<file path="src/design/kdce_pkg.sv">
// ----------------------------------------------------------------------------
// kdce_pkg
// Shared types and constants for the key debounce and click event block.
// ----------------------------------------------------------------------------
`timescale 1ns / 1ps
`default_nettype none

package kdce_pkg;

    // number of keys that have a level, polarity and enable bit
    localparam int HW_KEYS     = 4;
    localparam int KEY_IDX_W   = 2;
    localparam int CFG_IDX_W   = 3;
    localparam int CFG_DATA_W  = 8;
    localparam int QUEUE_DEPTH = 2;

    // configuration register indexes
    localparam logic [CFG_IDX_W-1:0] CFG_SCAN_INTERVAL = 3'd0;
    localparam logic [CFG_IDX_W-1:0] CFG_LONG_START    = 3'd1;
    localparam logic [CFG_IDX_W-1:0] CFG_SHORT         = 3'd2;
    localparam logic [CFG_IDX_W-1:0] CFG_LONG          = 3'd3;
    localparam logic [CFG_IDX_W-1:0] CFG_PRESS_LEVEL   = 3'd4;
    localparam logic [CFG_IDX_W-1:0] CFG_KEY_ENABLE    = 3'd5;

    // reset values of the configuration registers
    localparam logic [7:0] RST_SCAN_INTERVAL = 8'd10;
    localparam logic [7:0] RST_LONG_START    = 8'd20;
    localparam logic [7:0] RST_SHORT         = 8'd30;
    localparam logic [7:0] RST_LONG          = 8'd100;
    localparam logic [3:0] RST_PRESS_LEVEL   = 4'h0;
    localparam logic [3:0] RST_KEY_ENABLE    = 4'hF;

    // reported event codes
    localparam logic [2:0] EVT_NONE       = 3'd0;
    localparam logic [2:0] EVT_PRESS      = 3'd1;
    localparam logic [2:0] EVT_RELEASE    = 3'd2;
    localparam logic [2:0] EVT_LONG_START = 3'd3;
    localparam logic [2:0] EVT_LONG_HOLD  = 3'd4;
    localparam logic [2:0] EVT_CLICK      = 3'd5;
    localparam logic [2:0] EVT_REPEAT     = 3'd6;

    // settings the per-key engine reads during a scan
    typedef struct packed {
        logic [7:0] long_start_ticks;
        logic [7:0] click_gap;
        logic [7:0] hold_period;
        logic [3:0] press_level_mask;
        logic [3:0] key_enable_mask;
    } key_cfg_t;

    // queue status seen by both sides
    typedef struct packed {
        logic full;
        logic empty;
    } queue_stat_t;

endpackage

`default_nettype wire

</file>
<file path="src/design/kdce_queue.sv">
// ----------------------------------------------------------------------------
// kdce_queue
// Small FIFO that holds scan requests between the tick front end and the
// per-key engine.
// ----------------------------------------------------------------------------
`timescale 1ns / 1ps
`default_nettype none

module kdce_queue #(
    parameter int W     = 4,
    parameter int DEPTH = 2
) (
    input  wire logic                  clk,
    input  wire logic                  rst_n,
    input  wire logic                  push,
    input  wire logic [W-1:0]          push_data,
    input  wire logic                  pop,
    output logic      [W-1:0]          pop_data,
    output kdce_pkg::queue_stat_t      stat
);

    localparam int AW = (DEPTH > 1) ? $clog2(DEPTH) : 1;
    localparam int CW = $clog2(DEPTH + 1);

    logic [W-1:0]  mem_reg [DEPTH];
    logic [AW-1:0] wr_ptr_reg, wr_ptr_next;
    logic [AW-1:0] rd_ptr_reg, rd_ptr_next;
    logic [CW-1:0] count_reg, count_next;
    logic          do_push, do_pop;

    assign stat.full  = (count_reg == CW'(DEPTH));
    assign stat.empty = (count_reg == '0);
    assign do_push    = push && !stat.full;
    assign do_pop     = pop && !stat.empty;
    assign pop_data   = mem_reg[rd_ptr_reg];

    always_comb
    begin
        wr_ptr_next = wr_ptr_reg;
        rd_ptr_next = rd_ptr_reg;
        count_next  = count_reg;
        if (do_push)
        begin
            wr_ptr_next = (wr_ptr_reg == AW'(DEPTH - 1)) ? '0 : wr_ptr_reg + 1'b1;
        end
        if (do_pop)
        begin
            rd_ptr_next = (rd_ptr_reg == AW'(DEPTH - 1)) ? '0 : rd_ptr_reg + 1'b1;
        end
        if (do_push && !do_pop)
        begin
            count_next = count_reg + 1'b1;
        end
        else if (do_pop && !do_push)
        begin
            count_next = count_reg - 1'b1;
        end
    end

    always_ff @(posedge clk or negedge rst_n)
    begin
        if (!rst_n)
        begin
            wr_ptr_reg <= '0;
            rd_ptr_reg <= '0;
            count_reg  <= '0;
        end
        else
        begin
            wr_ptr_reg <= wr_ptr_next;
            rd_ptr_reg <= rd_ptr_next;
            count_reg  <= count_next;
        end
    end

    always_ff @(posedge clk)
    begin
        if (do_push)
        begin
            mem_reg[wr_ptr_reg] <= push_data;
        end
    end

endmodule

`default_nettype wire

</file>
<file path="src/design/kdce_front.sv">
// ----------------------------------------------------------------------------
// kdce_front
// Tick front end: accumulates elapsed milliseconds and queues a scan request
// with the sampled key levels whenever the scan interval is reached.
// ----------------------------------------------------------------------------
`timescale 1ns / 1ps
`default_nettype none

module kdce_front (
    input  wire logic                  clk,
    input  wire logic                  rst_n,
    input  wire logic                  in_valid,
    output logic                       in_stall,
    input  wire logic [7:0]            elapsed_ms,
    input  wire logic [3:0]            key_levels,
    input  wire logic [7:0]            scan_interval_ms,
    input  wire kdce_pkg::queue_stat_t q_stat,
    output logic                       push,
    output logic      [3:0]            push_data
);

    logic [7:0] acc_reg, acc_next;
    logic [8:0] sum;
    logic [7:0] sum_sat;
    logic       accept;
    logic       scan_hit;

    assign in_stall  = q_stat.full;
    assign accept    = in_valid && !in_stall;
    assign sum       = {1'b0, acc_reg} + {1'b0, elapsed_ms};
    assign sum_sat   = sum[8] ? 8'hFF : sum[7:0];
    assign scan_hit  = (sum_sat >= scan_interval_ms);
    assign push      = accept && scan_hit;
    assign push_data = key_levels;

    always_comb
    begin
        acc_next = acc_reg;
        if (accept)
        begin
            acc_next = scan_hit ? 8'd0 : sum_sat;
        end
    end

    always_ff @(posedge clk or negedge rst_n)
    begin
        if (!rst_n)
        begin
            acc_reg <= 8'd0;
        end
        else
        begin
            acc_reg <= acc_next;
        end
    end

endmodule

`default_nettype wire

</file>
<file path="src/design/kdce_back.sv">
// ----------------------------------------------------------------------------
// kdce_back
// Per-key engine: pops a scan request and steps through the keys one per
// cycle unless stalled, running debounce/event machines, registering results.
// ----------------------------------------------------------------------------
`timescale 1ns / 1ps
`default_nettype none

module kdce_back #(
    parameter int NUM_KEYS = 4
) (
    input  wire logic                  clk,
    input  wire logic                  rst_n,
    input  wire kdce_pkg::key_cfg_t    cfg,
    input  wire kdce_pkg::queue_stat_t q_stat,
    input  wire logic [3:0]            q_data,
    output logic                       pop,
    output logic                       out_valid,
    input  wire logic                  out_stall,
    output logic [1:0]                 key_index,
    output logic [2:0]                 event_code,
    output logic [7:0]                 repeat_count,
    output logic                       last
);

    localparam int KW = (NUM_KEYS > 1) ? $clog2(NUM_KEYS) : 1;
    localparam int IW = kdce_pkg::KEY_IDX_W;

    typedef enum logic [1:0] {
        DB_UP, DB_DOWN_SHAKE, DB_DOWN, DB_UP_SHAKE
    } db_state_t;

    typedef enum logic [2:0] {
        EV_INIT, EV_PRESS, EV_CLICK, EV_REPEAT_DOWN, EV_LONG
    } ev_state_t;

    typedef enum logic {
        SEQ_IDLE, SEQ_SCAN
    } seq_state_t;

    seq_state_t     seq_reg, seq_next;
    logic [KW-1:0]  k_reg, k_next;
    logic [3:0]     levels_reg, levels_next;

    db_state_t      db_reg     [NUM_KEYS];
    logic           sp_reg     [NUM_KEYS];
    ev_state_t      ev_reg     [NUM_KEYS];
    logic [7:0]     cnt_reg    [NUM_KEYS];
    logic [7:0]     clicks_reg [NUM_KEYS];

    logic           out_valid_reg, out_valid_next;
    logic [IW-1:0]  key_index_reg, key_index_next;
    logic [2:0]     event_code_reg, event_code_next;
    logic [7:0]     repeat_count_reg, repeat_count_next;
    logic           last_reg, last_next;

    logic [NUM_KEYS-1:0] en_vec, lvl_vec, pol_vec, en_above;
    logic           key_en, level_pressed, slot_free, load, step, last_key;

    db_state_t      db_cur, db_new;
    logic           sp_new;
    ev_state_t      ev_cur, ev_new;
    logic [7:0]     cnt_cur, cnt_new, cnt_inc;
    logic [7:0]     clicks_cur, clicks_new, clicks_sat;
    logic [2:0]     evt;
    logic [7:0]     evt_count;

    // keys beyond the hardware mask width stay disabled
    always_comb
    begin
        for (int i = 0; i < NUM_KEYS; i++)
        begin
            if (i < kdce_pkg::HW_KEYS)
            begin
                en_vec[i]  = cfg.key_enable_mask[i];
                lvl_vec[i] = levels_reg[i];
                pol_vec[i] = cfg.press_level_mask[i];
            end
            else
            begin
                en_vec[i]  = 1'b0;
                lvl_vec[i] = 1'b0;
                pol_vec[i] = 1'b0;
            end
        end
    end

    assign key_en        = en_vec[k_reg];
    assign level_pressed = (lvl_vec[k_reg] == pol_vec[k_reg]);
    assign en_above      = (en_vec >> k_reg) >> 1;
    assign last_key      = (k_reg == KW'(NUM_KEYS - 1));
    assign slot_free     = !out_valid_reg || !out_stall;
    assign load          = (seq_reg == SEQ_SCAN) && key_en && slot_free;
    assign step          = (seq_reg == SEQ_SCAN) && (!key_en || slot_free);
    assign pop           = (seq_reg == SEQ_IDLE) && !q_stat.empty;

    assign db_cur     = db_reg[k_reg];
    assign ev_cur     = ev_reg[k_reg];
    assign cnt_cur    = cnt_reg[k_reg];
    assign clicks_cur = clicks_reg[k_reg];
    assign cnt_inc    = cnt_cur + 8'd1;
    assign clicks_sat = (clicks_cur == 8'hFF) ? clicks_cur : clicks_cur + 8'd1;

    // debounce machine of the selected key
    always_comb
    begin
        db_new = db_cur;
        sp_new = sp_reg[k_reg];
        unique case (db_cur)
            DB_UP:
            begin
                if (level_pressed)
                begin
                    db_new = DB_DOWN_SHAKE;
                end
                else
                begin
                    sp_new = 1'b0;
                end
            end
            DB_DOWN:
            begin
                if (level_pressed)
                begin
                    sp_new = 1'b1;
                end
                else
                begin
                    db_new = DB_UP_SHAKE;
                end
            end
            default:
            begin
                db_new = level_pressed ? DB_DOWN : DB_UP;
            end
        endcase
    end

    // event machine, compares use the counter value before the increment
    always_comb
    begin
        ev_new     = ev_cur;
        cnt_new    = cnt_cur;
        clicks_new = clicks_cur;
        evt        = kdce_pkg::EVT_NONE;
        evt_count  = 8'd0;
        unique case (ev_cur)
            EV_INIT:
            begin
                if (sp_new)
                begin
                    ev_new = EV_PRESS;
                    evt    = kdce_pkg::EVT_PRESS;
                end
            end
            EV_PRESS:
            begin
                if (sp_new)
                begin
                    cnt_new = cnt_inc;
                    if (cnt_cur > cfg.long_start_ticks)
                    begin
                        cnt_new = 8'd0;
                        ev_new  = EV_LONG;
                        evt     = kdce_pkg::EVT_LONG_START;
                    end
                end
                else
                begin
                    clicks_new = clicks_sat;
                    ev_new     = EV_CLICK;
                    evt        = kdce_pkg::EVT_RELEASE;
                end
            end
            EV_CLICK:
            begin
                if (sp_new)
                begin
                    cnt_new = 8'd0;
                    ev_new  = EV_REPEAT_DOWN;
                end
                else
                begin
                    cnt_new = cnt_inc;
                    if (cnt_cur >= cfg.click_gap)
                    begin
                        cnt_new    = 8'd0;
                        ev_new     = EV_INIT;
                        clicks_new = 8'd0;
                        if (clicks_cur > 8'd1)
                        begin
                            evt       = kdce_pkg::EVT_REPEAT;
                            evt_count = clicks_cur;
                        end
                        else
                        begin
                            evt = kdce_pkg::EVT_CLICK;
                        end
                    end
                end
            end
            EV_REPEAT_DOWN:
            begin
                if (sp_new)
                begin
                    cnt_new = cnt_inc;
                    if (cnt_cur >= {1'b0, cfg.hold_period[7:1]})
                    begin
                        evt        = kdce_pkg::EVT_REPEAT;
                        evt_count  = clicks_sat;
                        clicks_new = 8'd0;
                        ev_new     = EV_LONG;
                        cnt_new    = 8'd0;
                    end
                end
                else
                begin
                    ev_new     = EV_CLICK;
                    clicks_new = clicks_sat;
                end
            end
            EV_LONG:
            begin
                if (sp_new)
                begin
                    cnt_new = cnt_inc;
                    if (cnt_cur >= cfg.hold_period)
                    begin
                        cnt_new = 8'd0;
                        evt     = kdce_pkg::EVT_LONG_HOLD;
                    end
                end
                else
                begin
                    ev_new  = EV_INIT;
                    cnt_new = 8'd0;
                    evt     = kdce_pkg::EVT_RELEASE;
                end
            end
            default:
            begin
                ev_new = EV_INIT;
            end
        endcase
    end

    always_comb
    begin
        seq_next          = seq_reg;
        k_next            = k_reg;
        levels_next       = levels_reg;
        out_valid_next    = out_valid_reg && out_stall;
        key_index_next    = key_index_reg;
        event_code_next   = event_code_reg;
        repeat_count_next = repeat_count_reg;
        last_next         = last_reg;
        unique case (seq_reg)
            SEQ_IDLE:
            begin
                if (pop)
                begin
                    levels_next = q_data;
                    k_next      = '0;
                    seq_next    = SEQ_SCAN;
                end
            end
            SEQ_SCAN:
            begin
                if (load)
                begin
                    out_valid_next    = 1'b1;
                    key_index_next    = IW'(k_reg);
                    event_code_next   = evt;
                    repeat_count_next = evt_count;
                    last_next         = !(|en_above);
                end
                if (step)
                begin
                    if (last_key)
                    begin
                        seq_next = SEQ_IDLE;
                    end
                    else
                    begin
                        k_next = k_reg + 1'b1;
                    end
                end
            end
            default:
            begin
                seq_next = SEQ_IDLE;
            end
        endcase
    end

    always_ff @(posedge clk or negedge rst_n)
    begin
        if (!rst_n)
        begin
            seq_reg          <= SEQ_IDLE;
            k_reg            <= '0;
            levels_reg       <= '0;
            out_valid_reg    <= 1'b0;
            key_index_reg    <= '0;
            event_code_reg   <= kdce_pkg::EVT_NONE;
            repeat_count_reg <= 8'd0;
            last_reg         <= 1'b0;
            for (int i = 0; i < NUM_KEYS; i++)
            begin
                db_reg[i]     <= DB_UP;
                sp_reg[i]     <= 1'b0;
                ev_reg[i]     <= EV_INIT;
                cnt_reg[i]    <= 8'd0;
                clicks_reg[i] <= 8'd0;
            end
        end
        else
        begin
            seq_reg          <= seq_next;
            k_reg            <= k_next;
            levels_reg       <= levels_next;
            out_valid_reg    <= out_valid_next;
            key_index_reg    <= key_index_next;
            event_code_reg   <= event_code_next;
            repeat_count_reg <= repeat_count_next;
            last_reg         <= last_next;
            if (load)
            begin
                db_reg[k_reg]     <= db_new;
                sp_reg[k_reg]     <= sp_new;
                ev_reg[k_reg]     <= ev_new;
                cnt_reg[k_reg]    <= cnt_new;
                clicks_reg[k_reg] <= clicks_new;
            end
        end
    end

    assign out_valid    = out_valid_reg;
    assign key_index    = key_index_reg;
    assign event_code   = event_code_reg;
    assign repeat_count = repeat_count_reg;
    assign last         = last_reg;

endmodule

`default_nettype wire

</file>
<file path="src/design/key_debounce_click_event_fsm_core.sv">
// ----------------------------------------------------------------------------
// key_debounce_click_event_fsm_core
// Debounce and click/long-press event detection for a bank of push keys.
// ----------------------------------------------------------------------------
// Usage:
//   Input channel (in_valid / in_stall): one request per timer tick carrying
//   elapsed_ms and the sampled key_levels. Ticks that do not reach the scan
//   interval are absorbed into the accumulator and give no result.
//   Output channel (out_valid / out_stall): one result per enabled key for
//   each scan, in ascending key order, with last set on the final one.
//   Config channel (cfg_valid / cfg_ready): cfg_ready is always high; write
//   only while no scan is in flight. Unknown indexes are dropped.
//   Flow: an accepted scanning tick passes through the request queue, the
//   engine's level register and the output register before its first
//   result; disabled keys are stepped over without a result. The engine
//   pops a new request only after it has stepped through every key of the
//   current scan; a two-entry request queue lets ticks keep arriving while
//   the engine works.
//   Stall: a stalled result holds in the output register and the engine
//   waits on it before loading another; when the queue fills, in_stall rises.
//   Reset: clears the accumulator, all key machines and the queue, and loads
//   the register defaults.
// ----------------------------------------------------------------------------
`timescale 1ns / 1ps
`default_nettype none

module key_debounce_click_event_fsm_core #(
    parameter int NUM_KEYS = 4
) (
    input  wire logic        clk,
    input  wire logic        rst_n,
    input  wire logic        in_valid,
    output logic             in_stall,
    input  wire logic [7:0]  elapsed_ms,
    input  wire logic [3:0]  key_levels,
    output logic             out_valid,
    input  wire logic        out_stall,
    output logic [1:0]       key_index,
    output logic [2:0]       event_code,
    output logic [7:0]       repeat_count,
    output logic             last,
    input  wire logic        cfg_valid,
    output logic             cfg_ready,
    input  wire logic [2:0]  cfg_index,
    input  wire logic [7:0]  cfg_data
);

    logic [7:0]            scan_interval_reg;
    kdce_pkg::key_cfg_t    cfg_reg;
    kdce_pkg::queue_stat_t q_stat;
    logic                  push, pop;
    logic [3:0]            push_data, pop_data;

    assign cfg_ready = 1'b1;

    always_ff @(posedge clk or negedge rst_n)
    begin
        if (!rst_n)
        begin
            scan_interval_reg        <= kdce_pkg::RST_SCAN_INTERVAL;
            cfg_reg.long_start_ticks <= kdce_pkg::RST_LONG_START;
            cfg_reg.click_gap        <= kdce_pkg::RST_SHORT;
            cfg_reg.hold_period      <= kdce_pkg::RST_LONG;
            cfg_reg.press_level_mask <= kdce_pkg::RST_PRESS_LEVEL;
            cfg_reg.key_enable_mask  <= kdce_pkg::RST_KEY_ENABLE;
        end
        else if (cfg_valid && cfg_ready)
        begin
            unique case (cfg_index)
                kdce_pkg::CFG_SCAN_INTERVAL: scan_interval_reg        <= cfg_data;
                kdce_pkg::CFG_LONG_START:    cfg_reg.long_start_ticks <= cfg_data;
                kdce_pkg::CFG_SHORT:         cfg_reg.click_gap        <= cfg_data;
                kdce_pkg::CFG_LONG:          cfg_reg.hold_period      <= cfg_data;
                kdce_pkg::CFG_PRESS_LEVEL:   cfg_reg.press_level_mask <= cfg_data[3:0];
                kdce_pkg::CFG_KEY_ENABLE:    cfg_reg.key_enable_mask  <= cfg_data[3:0];
                default:                     ;
            endcase
        end
    end

    kdce_front u_front (
        .clk              (clk),
        .rst_n            (rst_n),
        .in_valid         (in_valid),
        .in_stall         (in_stall),
        .elapsed_ms       (elapsed_ms),
        .key_levels       (key_levels),
        .scan_interval_ms (scan_interval_reg),
        .q_stat           (q_stat),
        .push             (push),
        .push_data        (push_data)
    );

    kdce_queue #(
        .W     (4),
        .DEPTH (kdce_pkg::QUEUE_DEPTH)
    ) u_queue (
        .clk       (clk),
        .rst_n     (rst_n),
        .push      (push),
        .push_data (push_data),
        .pop       (pop),
        .pop_data  (pop_data),
        .stat      (q_stat)
    );

    kdce_back #(
        .NUM_KEYS (NUM_KEYS)
    ) u_back (
        .clk          (clk),
        .rst_n        (rst_n),
        .cfg          (cfg_reg),
        .q_stat       (q_stat),
        .q_data       (pop_data),
        .pop          (pop),
        .out_valid    (out_valid),
        .out_stall    (out_stall),
        .key_index    (key_index),
        .event_code   (event_code),
        .repeat_count (repeat_count),
        .last         (last)
    );

endmodule

`default_nettype wire

</file>
<file path="config.mk">
export PLATFORM = sky130hd
export DESIGN_NAME = key_debounce_click_event_fsm_core
export DESIGN_NICKNAME = d
export VERILOG_FILES = /design/src/design/kdce_pkg.sv /design/src/design/kdce_queue.sv /design/src/design/kdce_front.sv /design/src/design/kdce_back.sv /design/src/design/key_debounce_click_event_fsm_core.sv
export SDC_FILE = /design/constraint.sdc
export NUM_CORES = 1
export LEC_CHECK = 0
export ABC_AREA = 1
export BUFFER_PORTS_ARGS = -buffer_cell sky130_fd_sc_hd__buf_2
export CAP_MARGIN = 20
export CORE_ASPECT_RATIO = 0.5
export CORE_MARGIN = 2
export CORE_UTILIZATION = 67
export DETAILED_ROUTE_END_ITERATION = 8
export GPL_TIMING_DRIVEN = 0
export HOLD_SLACK_MARGIN = 0.06
export PLACE_DENSITY = 0.86
export REMOVE_ABC_BUFFERS = 1
export SKIP_CTS_REPAIR_TIMING = 1
export SYNTH_ARGS = -nofsm -noshare
export SYNTH_HDL_FRONTEND = slang
export SYNTH_SLANG_ARGS = --single-unit
</file>
<file path="constraint.sdc">
create_clock -name clk -period 6.33 [get_ports clk]
set_clock_uncertainty 0.2 [all_clocks]
set_input_delay 0.3165 -clock clk [delete_from_list [all_inputs] [get_ports clk]]
set_output_delay 0.3165 -clock clk [all_outputs]
set_load 0.02 [all_outputs]
</file>
==> impl_metrics.json <==
{
  "status": "finished, final reports clean",
  "cts_max_path_buffers": 2,
  "multi_input_area_um2": 4980,
  "track_usage_pct": 33.9,
  "placedInstanceArea_um2": 10300,
  "io_pins": 45,
  "switching_power_mw": 2.95,
  "grt_start_max_net_pins": 86,
  "cp_slowest_cell": "inv_1",
  "overflow": 0,
  "slew_headroom_pct": 24.0,
  "slowest_delay_ns": 1.01,
  "syn_area_um2": 10100,
  "place_ws_ns": 1.59,
  "grt_pass1_vias": 8989,
  "worstMarginPinSlew_ns": 1.14,
  "p_int_mw": 2.98,
  "cts_buffers": 17,
  "antenna_left": 0,
  "crit_top_cell": "nand2_1",
  "clock_sinks": 170,
  "clk_latency_ns": 0.44,
  "tns_ns": 0,
  "cts_tree": "built",
  "power_density_nw_per_um2": 539,
  "path_max_fanout": 29,
  "synth-edff-count": 8,
  "synth_seq_cells": 170,
  "yosysSeqAreaShare_pct": 42.9,
  "synth_top_area_share_pct": 36.6,
  "avgSynthCellArea_um2": 7.37,
  "die_y_um": 90.6,
  "grt_setup_unrepaired": "no",
  "antenna_found_initial": 0,
  "antennaDiodeCount": 0,
  "hp-class": "input port to flip-flop",
  "path_clk_slew_ns": 0.07,
  "grt_pass1_wl_mm": 43.1,
  "start_kind": "flip-flop",
  "fillers": 1091,
  "core_um2": 14600,
  "drc": 0,
  "crit_type": "flip-flop to flip-flop",
  "peakVddDrop_uv": 292,
  "syn2layout_area_growth_pct": 9.35,
  "crit_family": "simple AND/OR/NAND/NOR gates",
  "final_area_um2": 11000,
  "hpwlAfterDp_mm": 16.8,
  "nets": 1482,
  "p_seq_share_pct": 28.6,
  "p_comb_share_pct": 53.7,
  "path_cells": "buf_8, inv_4, o31ai_2, nand2_1, nor2_2, nand2_1, inv_1, nand2_1, nand2_1",
  "die_area_um2": 16100,
  "start_util_pct": 69.0,
  "drt_iter0_markers": 941,
  "firstDrtPassIters": 6,
  "worst_slack_ns": 1.36,
  "fmax_ghz": 0.201,
  "p_leak_nw": 6.00,
  "synth_top_cell_by_area": "dfrtp_1",
  "routed-via-count": 9251,
  "port-buffer-count": 43,
  "yosys-top-cells-count": "nand2_1 (629), dfrtp_1 (147), inv_1 (105)",
  "clockPowerShare_pct": 17.7,
  "synthTopCellsByArea": "dfrtp_1 (37%), nand2_1 (23%), ha_1 (7.0%)",
  "setup_violations": 0,
  "cts_root_buffer": "clkbuf_16",
  "die_w_um": 177,
  "via_per_inst": 5.75,
  "fin_crit_ns": 4.97,
  "place_congestion": 0.924,
  "async_flop_share_pct": 95.3,
  "drv_cap": 0,
  "yosysWarnings": 0,
  "critPathBufInv": 3,
  "drv_slew": 0,
  "ys_types": 42,
  "avgRoutedWirePerCell_um": 16.2,
  "final_core_util_pct": 75.4,
  "syn_inst": 1365,
  "fp-row-count": 31,
  "post-synth-top-count-cell": "nand2_1",
  "arrival_ns": 5.15,
  "switching_share_pct": 49.7,
  "ys.flop_type": "dfrtp_1",
  "cp-end-kind": "flip-flop",
  "drive_above_1_share_pct": 11.3,
  "hold_viol": 0,
  "required_ns": 6.50,
  "routed_wl_mm": 26.1,
  "period_share_pct": 78.5,
  "htree_levels": 4,
  "register_area_um2": 4310
}
[power groups by stage]
stage	Clock (mW)	Combinational (mW)	Sequential (mW)
2_1_floorplan	0	2.21	1.70
3_3_place_gp	0	2.86	1.73
3_5_place_dp	0	3.07	1.70
4_1_cts	1.05	3.13	1.69
5_1_grt	1.10	3.56	1.73
6_report	1.05	3.19	1.70
[final cells by class]
| cell class | count | area share (%) |
|---|---|---|
| flip-flops and latches | 170 | 39.2 |
| repair buffers | 57 | 3.74 |
| inverters | 123 | 4.27 |
| clock buffers | 20 | 4.06 |
| well taps | 198 | 2.25 |
| multi-input cells | 1028 | 45.2 |
| clock inverters | 12 | 1.23 |
[tightest hold or removal path, stage by stage]
cell,delay [ns]
buf_2,0.10
inv_1,0.15
o21ai_0,0.11
[stage by stage]
step / cells / power, mW / hold WS (ns)
2_1_floorplan: 1321 / 3.91 / -0.179
3_3_place_gp: 1562 / 4.59 / 0.256
3_5_place_dp: 1566 / 4.77 / 0.204
4_1_cts: 1598 / 5.87 / -0.256
5_1_grt: 1608 / 6.38 / 0.0868
6_report: 1608 / 5.93 / 0.0407
[kinds of logic after synthesis]
logic type | count (synthesis) | share of synthesized area, %
adder cells (fa/ha/maj) | 57 | 7.16
AND/OR/NAND/NOR | 815 | 33.4
buffers and inverters | 167 | 7.66
other | 1 | 0.0373
flip-flops | 170 | 42.9
AO/OA/AOI/OAI | 144 | 7.85
XOR/XNOR | 10 | 0.871
multiplexers | 1 | 0.137
[layout by cell type, fill, tap and decap left out, types with 17 or more instances in the layout]
cell type	n
inv_1	105
nand3_1	77
o21ai_1	22
a21oi_1	36
clkbuf_16	17
nor2_1	50
nand2_1	629
ha_1	56
o21ai_0	64
nand2_2	21
buf_2	42
dfrtp_1	146
[routing by layer]
layer  wire length (µm)  GRT usage [%]  share of wire (%)  vias to the layer above
met1              10700           44.4                 41                     4394
met5                  0              0                  0                        -
li1                   -              -                  -                     4370
met4                739           13.9                2.8                        0
met3               2060           6.40                7.9                       71
met2              12600           55.8                 48                      416
[worst paths after layout]
kind,startpoint,endpoint,slack (ns),cells after the start
worst max-delay path,u_back.k_reg[1],u_back.clicks_reg[17],1.36,9
worst min-delay path,cfg_data[2],cfg_reg[2],0.04,3
worst max register to register,u_back.k_reg[1],u_back.clicks_reg[17],1.36,9
worst min register to register,u_back.event_code[1],u_back.event_code[1],0.28,2
max in group asynchronous,rst_n,u_back.clicks_reg[27],4.76,3
min in group asynchronous,rst_n,u_front.acc_reg[7],0.27,2
(Power assumes the default switching activity.)
